--- config.mk ---
export PLATFORM = sky130hd
export DESIGN_NAME = annealed_secant_step_ascent_core_flat
export DESIGN_NICKNAME = d
export VERILOG_FILES = /design/src/design/assa_pkg.sv /design/src/design/assa_if.sv /design/src/design/annealed_secant_step_ascent_core.sv /design/src/flat_wrapper.sv
export SDC_FILE = /design/constraint.sdc
export NUM_CORES = 2
export LEC_CHECK = 0
export ABC_AREA = 1
export BUFFER_PORTS_ARGS = -buffer_cell sky130_fd_sc_hd__buf_2
export CAP_MARGIN = 0
export CORE_MARGIN = 10
export CORE_UTILIZATION = 25
export CTS_CLUSTER_DIAMETER = 80
export CTS_CLUSTER_SIZE = 12
export DETAILED_ROUTE_END_ITERATION = 16
export SYNTH_ARGS = -nofsm -noshare
export SYNTH_HDL_FRONTEND = slang
export SYNTH_SLANG_ARGS = --single-unit
--- constraint.sdc ---
create_clock -name clk -period 4.9 [get_ports clk]
set_input_delay 0.245 -clock clk [delete_from_list [all_inputs] [get_ports clk]]
set_output_delay 0.245 -clock clk [all_outputs]
set_load 0.05 [all_outputs]
--- src/design/assa_pkg.sv ---
// shared types and constants for the annealed secant step ascent core
// no dependencies; compiled first
package assa_pkg;

	// operation codes of an input item
	localparam int OP_W = 2;
	typedef enum logic [OP_W-1:0] {
		OP_SEED_PREV = 2'd0,
		OP_SEED_CURR = 2'd1,
		OP_EVAL      = 2'd2
	} op_t;

	// configuration register indexes
	localparam int CFG_INDEX_W = 3;
	typedef enum logic [CFG_INDEX_W-1:0] {
		REG_DERIV_TOL    = 3'd0,
		REG_TEMP_FLOOR   = 3'd1,
		REG_TEMP_FACTOR  = 3'd2,
		REG_TARGET_MAX   = 3'd3,
		REG_MAX_MARGIN   = 3'd4,
		REG_ITER_LIMIT   = 3'd5,
		REG_STEP_LIMIT   = 3'd6
	} reg_idx_t;

	// sequencer states
	typedef enum logic [2:0] {
		ST_IDLE,
		ST_HEAT,
		ST_SETUP,
		ST_MUL1,
		ST_DIV,
		ST_MUL2,
		ST_CLAMP,
		ST_FINISH
	} state_t;

	// products saturate to 64 bits; the shared adder has two guard bits
	localparam int PROD_W = 64;
	localparam int ADD_W  = PROD_W + 2;
	// iteration counter holds up to PROD_W
	localparam int ITER_W = $clog2(PROD_W + 1);

	// signed 64-bit bounds in adder width
	localparam logic signed [ADD_W-1:0] INT64_HI = 66'sh0_7FFF_FFFF_FFFF_FFFF;
	localparam logic signed [ADD_W-1:0] INT64_LO = 66'sh3_8000_0000_0000_0000;

endpackage

--- src/design/assa_if.sv ---
// channel interfaces of the annealed secant step ascent core
// request, response and configuration write channels; uses assa_pkg

interface assa_req_if #(parameter int VALUE_WIDTH = 32);
	import assa_pkg::*;
	logic                          valid;
	logic                          ready;
	logic [OP_W-1:0]               operation;
	logic signed [VALUE_WIDTH-1:0] point_x;
	logic signed [VALUE_WIDTH-1:0] objective_value;
	logic signed [VALUE_WIDTH-1:0] objective_slope;
	modport source (output valid, operation, point_x, objective_value, objective_slope,
		input ready);
	modport sink (input valid, operation, point_x, objective_value, objective_slope,
		output ready);
endinterface

interface assa_rsp_if #(parameter int VALUE_WIDTH = 32, parameter int COUNT_WIDTH = 16);
	logic                          valid;
	logic                          ready;
	logic signed [VALUE_WIDTH-1:0] proposed_x;
	logic                          keep_going;
	logic signed [VALUE_WIDTH-1:0] best_x;
	logic signed [VALUE_WIDTH-1:0] best_value;
	logic [COUNT_WIDTH-1:0]        steps_taken;
	modport source (output valid, proposed_x, keep_going, best_x, best_value, steps_taken,
		input ready);
	modport sink (input valid, proposed_x, keep_going, best_x, best_value, steps_taken,
		output ready);
endinterface

interface assa_cfg_if #(parameter int VALUE_WIDTH = 32);
	import assa_pkg::*;
	logic                   valid;
	logic                   ready;
	logic [CFG_INDEX_W-1:0] index;
	logic [VALUE_WIDTH-1:0] data;
	modport source (output valid, index, data, input ready);
	modport sink (input valid, index, data, output ready);
endinterface

--- src/design/annealed_secant_step_ascent_core.sv ---
// top level of the annealed secant step ascent core
// sequencer plus one shared shift-add/subtract unit; uses assa_pkg and assa_if
//
// Usage: the host seeds the previous point (operation 0), then the current point
// (operation 1), and afterwards returns value and slope at each proposed x
// (operation 2). Every operation 1 or 2 item yields one response item carrying the
// next x to evaluate, the keep-going flag, the accepted x, its value and the step
// count; operation 0 and the unused code yield nothing. Registers are written over
// cfg, which is always ready; the user must write them only while the core is idle,
// and the core does not enforce it. One shared adder does every product and the
// quotient a bit per cycle. An item with a nonzero slope difference runs heat*|dx|,
// the division by |ddx| and the product with |slope|, preceded by a temperature
// product whenever the slope changes sign. Equal slopes skip the arithmetic.
// req.ready is high only when idle, so the core takes no new item before it has
// finished the arithmetic of the last one.
// Stall: the result sits in an output register; the core accepts the next item
// while it waits, and only holds its final state if a second result is due.
// Reset: registers take their defaults, heat is 1.0, all points and count are zero.
module annealed_secant_step_ascent_core #(
	parameter int VALUE_WIDTH   = 32,
	parameter int FRACTION_BITS = 16,
	parameter int COUNT_WIDTH   = 16
) (
	input  logic          clk,
	input  logic          arst_n,
	assa_req_if.sink      req,
	assa_rsp_if.source    rsp,
	assa_cfg_if.sink      cfg
);
	import assa_pkg::*;

	localparam int W     = VALUE_WIDTH;
	localparam int F     = FRACTION_BITS;
	localparam int HW    = FRACTION_BITS + 1;
	localparam int DIV_N = (W + HW > PROD_W) ? PROD_W : W + HW;
	localparam logic [HW-1:0] HEAT_ONE = HW'(1) << F;
	localparam logic [HW-1:0] HEAT_MAX = '1;

	// configuration registers
	logic [W-2:0]              deriv_tolerance_q;
	logic [HW-1:0]             temperature_floor_q;
	logic [HW-1:0]             temperature_factor_q;
	logic signed [W-1:0]       target_maximum_q;
	logic signed [W-1:0]       maximum_margin_q;
	logic [COUNT_WIDTH-1:0]    iteration_limit_q;
	logic [W-2:0]              step_limit_q;

	// search state
	logic signed [W-1:0]       here_x_q, before_x_q, here_slope_q, before_slope_q;
	logic signed [W-1:0]       here_value_q, pending_x_q;
	logic [HW-1:0]             heat_q;
	logic [COUNT_WIDTH-1:0]    step_count_q;

	// sequencer and shared unit
	state_t                    state_q, state_d;
	logic [ITER_W-1:0]         cnt_q;
	logic [PROD_W-1:0]         acc_q, sh_q, addend_q;
	logic [W-1:0]              rem_q;
	logic                      sat_q, flat_q;
	logic [W-2:0]              mag_q;

	// output register
	logic                      out_valid_q;
	logic signed [W-1:0]       out_prop_q, out_best_x_q, out_best_value_q;
	logic                      out_keep_q;
	logic [COUNT_WIDTH-1:0]    out_steps_q;

	// handshake and control
	logic req_take, rsp_free, out_load, last_iter, slope_flip;

	// shared adder
	logic [ADD_W-1:0] add_x, add_y, add_sum;
	logic             add_sub;
	logic [W:0]       div_part;
	logic             div_ge, mul_ovf;
	logic [PROD_W-1:0] acc_next, prod1, quot, m_raw, m_sh, h_sh;

	// operand differences and magnitudes
	logic signed [W:0] dx_diff, ddx_diff;
	logic [W-1:0]      dx_mag, ddx_mag, slope_mag;

	// final sum and keep-going tests
	logic              off_neg;
	logic signed [W:0] off_ext, prop_sum;
	logic signed [W-1:0] prop_x;
	logic signed [ADD_W-1:0] max_diff, max_diff_c;
	logic              slope_ok, heat_ok, max_ok, count_ok;

	// differences for the secant ratio
	always_comb begin
		dx_diff   = (W+1)'(here_x_q) - (W+1)'(before_x_q);
		ddx_diff  = (W+1)'(here_slope_q) - (W+1)'(before_slope_q);
		dx_mag    = dx_diff[W] ? W'(-dx_diff) : dx_diff[W-1:0];
		ddx_mag   = ddx_diff[W] ? W'(-ddx_diff) : ddx_diff[W-1:0];
		slope_mag = here_slope_q[W-1] ? W'(-here_slope_q) : here_slope_q;
	end

	// sign change between the stored slope and the incoming one
	assign slope_flip = (here_slope_q[W-1] != req.objective_slope[W-1]) ||
		((here_slope_q == '0) != (req.objective_slope == '0));

	// shared shift-add / shift-subtract unit
	always_comb begin
		add_x    = '0;
		add_y    = '0;
		add_sub  = 1'b0;
		div_part = {rem_q, sh_q[PROD_W-1]};
		case (state_q) inside
			ST_HEAT, ST_MUL1, ST_MUL2: begin
				add_x = {1'b0, acc_q, 1'b0};
				add_y = sh_q[PROD_W-1] ? {2'b00, addend_q} : '0;
			end
			ST_DIV: begin
				add_x   = ADD_W'(div_part);
				add_y   = ADD_W'(addend_q[W-1:0]);
				add_sub = 1'b1;
			end
			default: ;
		endcase
		add_sum  = add_x + (add_sub ? ~add_y : add_y) + ADD_W'(add_sub);
		div_ge   = !add_sum[ADD_W-1];
		mul_ovf  = |add_sum[ADD_W-1:PROD_W];
		acc_next = add_sum[PROD_W-1:0];
		prod1    = (sat_q || mul_ovf) ? '1 : acc_next;
		quot     = {acc_q[PROD_W-2:0], div_ge};
		h_sh     = acc_next >> F;
		m_raw    = sat_q ? '1 : acc_q;
		m_sh     = m_raw >> F;
	end

	// proposed x: add the signed offset and clamp to the value range
	always_comb begin
		off_neg  = here_slope_q[W-1] && !flat_q;
		off_ext  = off_neg ? -(W+1)'(mag_q) : (W+1)'(mag_q);
		prop_sum = (W+1)'(here_x_q) + off_ext;
		if (prop_sum[W] != prop_sum[W-1]) begin
			prop_x = prop_sum[W] ? {1'b1, {(W-1){1'b0}}} : {1'b0, {(W-1){1'b1}}};
		end else begin
			prop_x = prop_sum[W-1:0];
		end
	end

	// continuation tests
	always_comb begin
		max_diff = ADD_W'(target_maximum_q) - ADD_W'(here_value_q);
		if (max_diff > INT64_HI) begin
			max_diff_c = INT64_HI;
		end else if (max_diff < INT64_LO) begin
			max_diff_c = INT64_LO;
		end else begin
			max_diff_c = max_diff;
		end
		slope_ok = slope_mag > W'(deriv_tolerance_q);
		heat_ok  = heat_q > temperature_floor_q;
		max_ok   = (target_maximum_q == maximum_margin_q) ||
			(max_diff_c > ADD_W'(maximum_margin_q));
		count_ok = step_count_q < iteration_limit_q;
	end

	// handshake outputs
	always_comb begin
		req.ready = (state_q == ST_IDLE);
		req_take  = req.valid && req.ready;
		rsp_free  = !out_valid_q || rsp.ready;
		out_load  = (state_q == ST_FINISH) && rsp_free;
		last_iter = (cnt_q == '0);
		cfg.ready = 1'b1;
	end

	assign rsp.valid       = out_valid_q;
	assign rsp.proposed_x  = out_prop_q;
	assign rsp.keep_going  = out_keep_q;
	assign rsp.best_x      = out_best_x_q;
	assign rsp.best_value  = out_best_value_q;
	assign rsp.steps_taken = out_steps_q;

	// next state
	always_comb begin
		state_d = state_q;
		unique case (state_q)
			ST_IDLE: begin
				if (req_take) begin
					unique case (req.operation)
						OP_SEED_CURR: state_d = ST_SETUP;
						OP_EVAL:      state_d = slope_flip ? ST_HEAT : ST_SETUP;
						default:      state_d = ST_IDLE;
					endcase
				end
			end
			ST_HEAT:   if (last_iter) state_d = ST_SETUP;
			ST_SETUP:  state_d = (here_slope_q == before_slope_q) ? ST_CLAMP : ST_MUL1;
			ST_MUL1:   if (last_iter) state_d = ST_DIV;
			ST_DIV:    if (last_iter) state_d = ST_MUL2;
			ST_MUL2:   if (last_iter) state_d = ST_CLAMP;
			ST_CLAMP:  state_d = ST_FINISH;
			ST_FINISH: if (out_load) state_d = ST_IDLE;
			default:   state_d = ST_IDLE;
		endcase
	end

	always_ff @(posedge clk or negedge arst_n) begin
		if (!arst_n) begin
			state_q <= ST_IDLE;
		end else begin
			state_q <= state_d;
		end
	end

	// configuration writes
	always_ff @(posedge clk or negedge arst_n) begin
		if (!arst_n) begin
			deriv_tolerance_q    <= (W-1)'(655);
			temperature_floor_q  <= HW'(655);
			temperature_factor_q <= HEAT_ONE >> 1;
			target_maximum_q     <= '0;
			maximum_margin_q     <= '0;
			iteration_limit_q    <= COUNT_WIDTH'(100);
			step_limit_q         <= (W-1)'(HEAT_ONE);
		end else if (cfg.valid && cfg.ready) begin
			unique case (cfg.index)
				REG_DERIV_TOL:   deriv_tolerance_q    <= cfg.data[W-2:0];
				REG_TEMP_FLOOR:  temperature_floor_q  <= cfg.data[HW-1:0];
				REG_TEMP_FACTOR: temperature_factor_q <= cfg.data[HW-1:0];
				REG_TARGET_MAX:  target_maximum_q     <= cfg.data;
				REG_MAX_MARGIN:  maximum_margin_q     <= cfg.data;
				REG_ITER_LIMIT:  iteration_limit_q    <= cfg.data[COUNT_WIDTH-1:0];
				REG_STEP_LIMIT:  step_limit_q         <= cfg.data[W-2:0];
				default: ;
			endcase
		end
	end

	// search state, shared unit sequencing and output register
	always_ff @(posedge clk or negedge arst_n) begin
		if (!arst_n) begin
			here_x_q         <= '0;
			before_x_q       <= '0;
			here_slope_q     <= '0;
			before_slope_q   <= '0;
			here_value_q     <= '0;
			pending_x_q      <= '0;
			heat_q           <= HEAT_ONE;
			step_count_q     <= '0;
			cnt_q            <= '0;
			acc_q            <= '0;
			sh_q             <= '0;
			addend_q         <= '0;
			rem_q            <= '0;
			mag_q            <= '0;
			sat_q            <= 1'b0;
			flat_q           <= 1'b0;
			out_valid_q      <= 1'b0;
			out_prop_q       <= '0;
			out_keep_q       <= 1'b0;
			out_best_x_q     <= '0;
			out_best_value_q <= '0;
			out_steps_q      <= '0;
		end else begin
			// response taken
			if (rsp.valid && rsp.ready && !out_load) begin
				out_valid_q <= 1'b0;
			end
			unique case (state_q)
				ST_IDLE: begin
					if (req_take) begin
						unique case (req.operation)
							OP_SEED_PREV: begin
								before_x_q     <= req.point_x;
								before_slope_q <= req.objective_slope;
							end
							OP_SEED_CURR: begin
								here_x_q     <= req.point_x;
								here_value_q <= req.objective_value;
								here_slope_q <= req.objective_slope;
								heat_q       <= HEAT_ONE;
								step_count_q <= '0;
							end
							OP_EVAL: begin
								before_x_q     <= here_x_q;
								before_slope_q <= here_slope_q;
								here_x_q       <= pending_x_q;
								here_value_q   <= req.objective_value;
								here_slope_q   <= req.objective_slope;
								if (step_count_q != '1) begin
									step_count_q <= step_count_q + 1'b1;
								end
								// temperature product operands
								acc_q    <= '0;
								sat_q    <= 1'b0;
								addend_q <= PROD_W'(heat_q);
								sh_q     <= PROD_W'(temperature_factor_q) << (PROD_W - HW);
								cnt_q    <= ITER_W'(HW - 1);
							end
							default: ;
						endcase
					end
				end
				ST_HEAT: begin
					acc_q <= acc_next;
					sh_q  <= sh_q << 1;
					cnt_q <= cnt_q - 1'b1;
					if (last_iter) begin
						heat_q <= (h_sh > PROD_W'(HEAT_MAX)) ? HEAT_MAX : h_sh[HW-1:0];
					end
				end
				ST_SETUP: begin
					// heat * |dx|, iterating over the heat bits
					flat_q   <= (here_slope_q == before_slope_q);
					acc_q    <= '0;
					sat_q    <= 1'b0;
					addend_q <= PROD_W'(dx_mag);
					sh_q     <= PROD_W'(heat_q) << (PROD_W - HW);
					cnt_q    <= ITER_W'(HW - 1);
				end
				ST_MUL1: begin
					sat_q <= sat_q | mul_ovf;
					if (last_iter) begin
						// restoring division by |ddx|
						sh_q     <= prod1 << (PROD_W - DIV_N);
						rem_q    <= '0;
						acc_q    <= '0;
						addend_q <= PROD_W'(ddx_mag);
						cnt_q    <= ITER_W'(DIV_N - 1);
					end else begin
						acc_q <= acc_next;
						sh_q  <= sh_q << 1;
						cnt_q <= cnt_q - 1'b1;
					end
				end
				ST_DIV: begin
					rem_q <= div_ge ? add_sum[W-1:0] : div_part[W-1:0];
					if (last_iter) begin
						// gamma * |slope|, iterating over the slope bits
						addend_q <= quot;
						acc_q    <= '0;
						sat_q    <= 1'b0;
						sh_q     <= PROD_W'(slope_mag) << (PROD_W - W);
						cnt_q    <= ITER_W'(W - 1);
					end else begin
						acc_q <= quot;
						sh_q  <= sh_q << 1;
						cnt_q <= cnt_q - 1'b1;
					end
				end
				ST_MUL2: begin
					acc_q <= acc_next;
					sat_q <= sat_q | mul_ovf;
					sh_q  <= sh_q << 1;
					cnt_q <= cnt_q - 1'b1;
				end
				ST_CLAMP: begin
					// equal slopes move by the full step limit
					if (flat_q || (m_sh > PROD_W'(step_limit_q))) begin
						mag_q <= step_limit_q;
					end else begin
						mag_q <= m_sh[W-2:0];
					end
				end
				ST_FINISH: begin
					if (out_load) begin
						pending_x_q      <= prop_x;
						out_valid_q      <= 1'b1;
						out_prop_q       <= prop_x;
						out_keep_q       <= slope_ok && heat_ok && max_ok && count_ok;
						out_best_x_q     <= here_x_q;
						out_best_value_q <= here_value_q;
						out_steps_q      <= step_count_q;
					end
				end
				default: ;
			endcase
		end
	end

`ifndef NO_ASSERTIONS
	// seeding the previous point produces no work
	a_seed_prev_idle: assert property (@(posedge clk) disable iff (!arst_n)
		(req.valid && req.ready && req.operation == OP_SEED_PREV) |=> state_q == ST_IDLE)
		else $error("seed of previous point left idle");

	// seeding the current point restarts heat and count
	a_seed_curr_restart: assert property (@(posedge clk) disable iff (!arst_n)
		(req.valid && req.ready && req.operation == OP_SEED_CURR)
		|=> (step_count_q == '0 && heat_q == HEAT_ONE))
		else $error("seed of current point did not restart heat and count");

	// division never runs past its bit count
	a_div_count: assert property (@(posedge clk) disable iff (!arst_n)
		state_q == ST_DIV |-> cnt_q < ITER_W'(DIV_N))
		else $error("division counter out of range");

	// the arithmetic path is never taken for equal slopes
	a_flat_skip: assert property (@(posedge clk) disable iff (!arst_n)
		(state_q == ST_MUL1 || state_q == ST_DIV || state_q == ST_MUL2) |-> !flat_q)
		else $error("secant arithmetic with equal slopes");

	// leaving the final state always presents a result
	a_finish_result: assert property (@(posedge clk) disable iff (!arst_n)
		(state_q == ST_FINISH && state_d == ST_IDLE) |=> rsp.valid)
		else $error("final state left without a result");
`endif

endmodule

--- src/flat_wrapper.sv ---
// flat-port wrapper written by rule: the top's interface ports become plain ports
module annealed_secant_step_ascent_core_flat import assa_pkg::*;
#(
	parameter int VALUE_WIDTH   = 32,
	parameter int FRACTION_BITS = 16,
	parameter int COUNT_WIDTH   = 16
)
  (clk, arst_n, req_valid, req_operation, req_point_x, req_objective_value, req_objective_slope, req_ready, rsp_valid, rsp_proposed_x, rsp_keep_going, rsp_best_x, rsp_best_value, rsp_steps_taken, rsp_ready, cfg_valid, cfg_index, cfg_data, cfg_ready);
  assa_req_if #(.VALUE_WIDTH(VALUE_WIDTH)) req_i ();
  assa_rsp_if #(.VALUE_WIDTH(VALUE_WIDTH), .COUNT_WIDTH(COUNT_WIDTH)) rsp_i ();
  assa_cfg_if #(.VALUE_WIDTH(VALUE_WIDTH)) cfg_i ();
  input  logic clk;
  input  logic arst_n;
  input wire logic [$bits(req_i.valid)-1:0] req_valid;
  input wire logic [$bits(req_i.operation)-1:0] req_operation;
  input wire logic [$bits(req_i.point_x)-1:0] req_point_x;
  input wire logic [$bits(req_i.objective_value)-1:0] req_objective_value;
  input wire logic [$bits(req_i.objective_slope)-1:0] req_objective_slope;
  output wire logic [$bits(req_i.ready)-1:0] req_ready;
  output wire logic [$bits(rsp_i.valid)-1:0] rsp_valid;
  output wire logic [$bits(rsp_i.proposed_x)-1:0] rsp_proposed_x;
  output wire logic [$bits(rsp_i.keep_going)-1:0] rsp_keep_going;
  output wire logic [$bits(rsp_i.best_x)-1:0] rsp_best_x;
  output wire logic [$bits(rsp_i.best_value)-1:0] rsp_best_value;
  output wire logic [$bits(rsp_i.steps_taken)-1:0] rsp_steps_taken;
  input wire logic [$bits(rsp_i.ready)-1:0] rsp_ready;
  input wire logic [$bits(cfg_i.valid)-1:0] cfg_valid;
  input wire logic [$bits(cfg_i.index)-1:0] cfg_index;
  input wire logic [$bits(cfg_i.data)-1:0] cfg_data;
  output wire logic [$bits(cfg_i.ready)-1:0] cfg_ready;
  assign req_i.valid = req_valid;
  assign req_i.operation = req_operation;
  assign req_i.point_x = req_point_x;
  assign req_i.objective_value = req_objective_value;
  assign req_i.objective_slope = req_objective_slope;
  assign req_ready = req_i.ready;
  assign rsp_valid = rsp_i.valid;
  assign rsp_proposed_x = rsp_i.proposed_x;
  assign rsp_keep_going = rsp_i.keep_going;
  assign rsp_best_x = rsp_i.best_x;
  assign rsp_best_value = rsp_i.best_value;
  assign rsp_steps_taken = rsp_i.steps_taken;
  assign rsp_i.ready = rsp_ready;
  assign cfg_i.valid = cfg_valid;
  assign cfg_i.index = cfg_index;
  assign cfg_i.data = cfg_data;
  assign cfg_ready = cfg_i.ready;
  annealed_secant_step_ascent_core #(.VALUE_WIDTH(VALUE_WIDTH), .FRACTION_BITS(FRACTION_BITS), .COUNT_WIDTH(COUNT_WIDTH)) u_core (.clk(clk), .arst_n(arst_n), .req(req_i), .rsp(rsp_i), .cfg(cfg_i));
endmodule
==> flow_metrics.env <==
export IMPL_syn_area_per_cell_um2=6.83
export IMPL_critPathLaunchType="register"
export IMPL_reg2reg_from="u_core.state_q[2]"
export IMPL_core_region_area_um2=214000
export IMPL_leakage_nw=30.1
export IMPL_clockBufferDepth=3
export IMPL_ys_types=65
export IMPL_die_width_um=484
export IMPL_grt_pass1_wl_um=324000
export IMPL_ios=254
export IMPL_rows=170
export IMPL_start_util_pct=25.1
export IMPL_syn_inst=7890
export IMPL_place_hpwl_um=171000
export IMPL_drt_iter0_markers=5040
export IMPL_worst_path_buf_inv=4
export IMPL_final_hold_viol_count=0
export IMPL_cp_cell_sequence="buf_4 > nand2_8 > buf_4 > o31ai_1 > ha_1 > inv_1 > o21ai_0 > a21oi_1 > o21ai_0 > a21oi_1 > nor2_1 > nor3_2 > nand2_4 > nand2_1 > nand2_2 > nor2_8 > nand2_4 > inv_2 > nand2_1 > a21oi_1 > nand2_1"
export IMPL_worst_clock_skew_ps=80.9
export IMPL_grt_usage_pct=17.6
export IMPL_power_w=0.0511
export IMPL_tightest_slew_ps=1090
export IMPL_grt_max_degree=130
export IMPL_cts_tree="yes"
export IMPL_synth_area_um2=53900
export IMPL_yosys_warnings=0
export IMPL_drc=0
export IMPL_synth_edf_count=0
export IMPL_firstDrtPassIters=6
export IMPL_slowest_stage="buf_4"
export IMPL_slew_viol_final=0
export IMPL_synthFlopType="dfrtp_1"
export IMPL_r2r_slack_ps=260
export IMPL_h_tree_depth=3
export IMPL_min_period_over_period_pct=94.7
export IMPL_path_depth=21
export IMPL_setup_viol=0
export IMPL_overflow=0
export IMPL_die_area_um2=234000
export IMPL_die_h_um=484
export IMPL_power_density_nw_per_um2=819
export IMPL_cp_top_family="simple AND/OR/NAND/NOR gates"
export IMPL_slowest_delay_ps=520
export IMPL_rsz0062_at_grt="yes"
export IMPL_dpl_worst_slack_ps=244
export IMPL_antenna_found_initial=9
export IMPL_ant_nets=0
export IMPL_worstReg2RegEnd="u_core.sh_q[38]"
export IMPL_path_max_fanout=56
export IMPL_vias_per_cell=4.88
export IMPL_wl_um=216000
export IMPL_max_freq_mhz=216
export IMPL_hold_class="in -> reg"
export IMPL_drv_cap=0
export IMPL_ff2ff_path_depth=21
export IMPL_cp_startpoint="u_core.state_q[2]"
export IMPL_async_flop_share_pct=100
export IMPL_endpoint_kind="register"
export IMPL_status="complete, no violations"
export IMPL_relSlewSlack_pct=27.0
export IMPL_final_layout_size_suffix_gt1_share_pct=6.98
export IMPL_cts_buffers=79
export IMPL_layout_min_cycle_time_ps=4640
export IMPL_irDropWorstVdd_uv=532
export IMPL_io_buffers=252
export IMPL_root_buffer="clkbuf_16"
export IMPL_crit_type="reg -> reg"
export IMPL_crit_required_ps=5530
export IMPL_clk_pin_slew_ps=70
export IMPL_clock_latency_ps=750
export IMPL_wl_per_cell_um=19.5
export IMPL_clock_sinks=735
export IMPL_grt_pass1_vias=51000
export IMPL_vias=54000
export IMPL_endpoint="u_core.sh_q[38]"
export IMPL_synthesis_nets=8361
export IMPL_nets=8642
export IMPL_gp_congestion=0.984
export IMPL_arrival_ps=5270
export IMPL_yosysSeqAreaShare_pct=34.2
export IMPL_worst_slack_ps=260
export IMPL_syn2layout_area_growth_pct=15.8
export IMPL_ys_ff_latch=735
## stage by stage
| stage | std cells | hold slack [ps] | utilization, % | instance area (µm²) | TNS [ps] |
|---|---|---|---|---|---|
| after floorplan | 7890 | -50.6 | - | 53900 | 0 |
| after global placement | 10800 | 365 | 27.3 | 58600 | 0 |
| after detailed placement | 10800 | 341 | 27.3 | 58600 | 0 |
| after CTS | 11100 | 4.17 | 29.0 | 62300 | 0 |
| after global routing | 11100 | 65.2 | 29.1 | 62400 | -14.3 |
| final | 11100 | 36.1 | 29.1 | 62400 | 0 |
## what timing repair did
action	CTS	global route
setup endpoints to repair	0	65
hold endpoints to repair	280	0
hold buffers	111	0
resized for setup	0	13
buffers inserted	0	5
## power by group
group	leakage (nW)	switching [W]	internal, W
Combinational	19.7	0.0242	0.0105
Clock	1.20	0.00283	0.00331
Sequential	9.27	0.00205	0.00819
Total	30.1	0.0291	0.0220
## routing by layer
metal	share of wire [%]	GRT usage, %	vias to the layer above
met3	6.2	2.09	367
met1	44	23.5	25400
met5	0.0097	0	-
met2	45	28.8	1934
li1	-	-	26300
met4	4.5	7.03	4
## Yosys cell counts, types with 23 or more instances
cell | count | area share (%)
inv_1 | 1209 | 8.4
clkbuf_1 | 219 | 1.5
dfrtp_1 | 717 | 33
nor2_1 | 710 | 4.9
buf_1 | 28 | 0.20
a22oi_1 | 36 | 0.50
a21oi_1 | 399 | 3.7
nand2_1 | 2025 | 14
o21ai_0 | 848 | 7.9
ha_1 | 328 | 7.6
o22ai_1 | 44 | 0.51
nor3_1 | 79 | 0.73
xnor2_1 | 45 | 0.73
o21ai_1 | 29 | 0.27
o31ai_1 | 41 | 0.57
a31oi_1 | 23 | 0.27
nand3b_1 | 28 | 0.39
o221ai_1 | 70 | 1.1
nand3_1 | 389 | 3.6
xor2_1 | 164 | 2.7
nand4_1 | 112 | 1.3
o211ai_1 | 74 | 1.0
nor4_1 | 33 | 0.38
## placed cells by master, fill, tap and decap left out, drive strengths merged, types with 13 or more instances in the layout
cell	netlist	final
a211oi	17	17
a21oi	400	400
a221oi	20	20
a22oi	36	36
a31oi	23	23
buf	56	364
clkbuf	219	109
dfrtp	717	717
dfstp	18	18
dlygate4sd3	0	111
ha	328	328
inv	1220	1227
nand2	2046	2046
nand3	393	393
nand3b	28	28
nand4	112	112
nor2	722	722
nor3	82	82
nor4	33	33
o211ai	75	75
o21a	17	17
o21ai	881	881
o21bai	13	13
o221ai	70	70
o22ai	44	44
o31ai	41	41
xnor2	46	46
xor2	164	164
## registers in the layout, summed over array words and instances, names as in the netlist, 31 cells and up
register / count
u_core.acc_q: 64
u_core.addend_q: 64
u_core.sh_q: 49
u_core.before_slope_q: 32
u_core.before_x_q: 32
u_core.here_slope_q: 32
u_core.here_value_q: 32
u_core.here_x_q: 32
u_core.maximum_margin_q: 32
u_core.pending_x_q: 32
u_core.rem_q: 32
u_core.rsp.best_value: 32
u_core.rsp.best_x: 32
u_core.target_maximum_q: 32
u_core.deriv_tolerance_q: 31
u_core.mag_q: 31
u_core.step_limit_q: 31
## area by class of cell
type / count / area [µm²]
tap: 2838 / 3550
multi-input combinational: 5658 / 29900
sequential: 735 / 18400
clock inverter: 22 / 429
fill: 23800 / 152000
clock buffer: 109 / 2090
timing repair buffer: 475 / 3420
inverter: 1222 / 4600
antenna: 4 / 10.0
## worst min-delay path by stage
stage / start / end / slack, ps / depth (start not counted)
final: req_point_x[1] / u_core.before_x_q[1] / 40 / 5
after global routing: req_point_x[1] / u_core.before_x_q[1] / 70 / 5
after CTS: req_point_x[1] / u_core.before_x_q[1] / 4 / 5
after detailed placement: arst_n / u_core.acc_q[5] / 340 / 1
after global placement: arst_n / u_core.acc_q[5] / 370 / 1
after floorplan: arst_n / u_core.acc_q[0] / -50 / 0
## cells by family (layout without fill, tap and decap cells)
kind of cell | after synthesis | after routing | synth area share, %
and+or+nand+nor | 3436 | 3436 | 26.4
AOI/OAI and AO/OA | 1678 | 1678 | 17.6
buffers and inverters | 1497 | 1828 | 10.6
xor gates and xnor gates | 210 | 210 | 3.43
adders and majority gates | 333 | 333 | 7.81
DFF | 735 | 735 | 34.2
other | 1 | 5 | 0.00696
## worst reg2reg max path: stages, from the launching register on
cell and delay [ps]:
dfrtp_1 460, buf_4 190, nand2_8 90, buf_4 530, o31ai_1 220, ha_1 380, inv_1 90, o21ai_0 130
a21oi_1 270, o21ai_0 240, a21oi_1 220, nor2_1 70, nor3_2 320, nand2_4 90, nand2_1 80, nand2_2 170
nor2_8 350, nand2_4 230, inv_2 150, nand2_1 70, a21oi_1 150, nand2_1 60
Power figures use the tool's default switching activity.
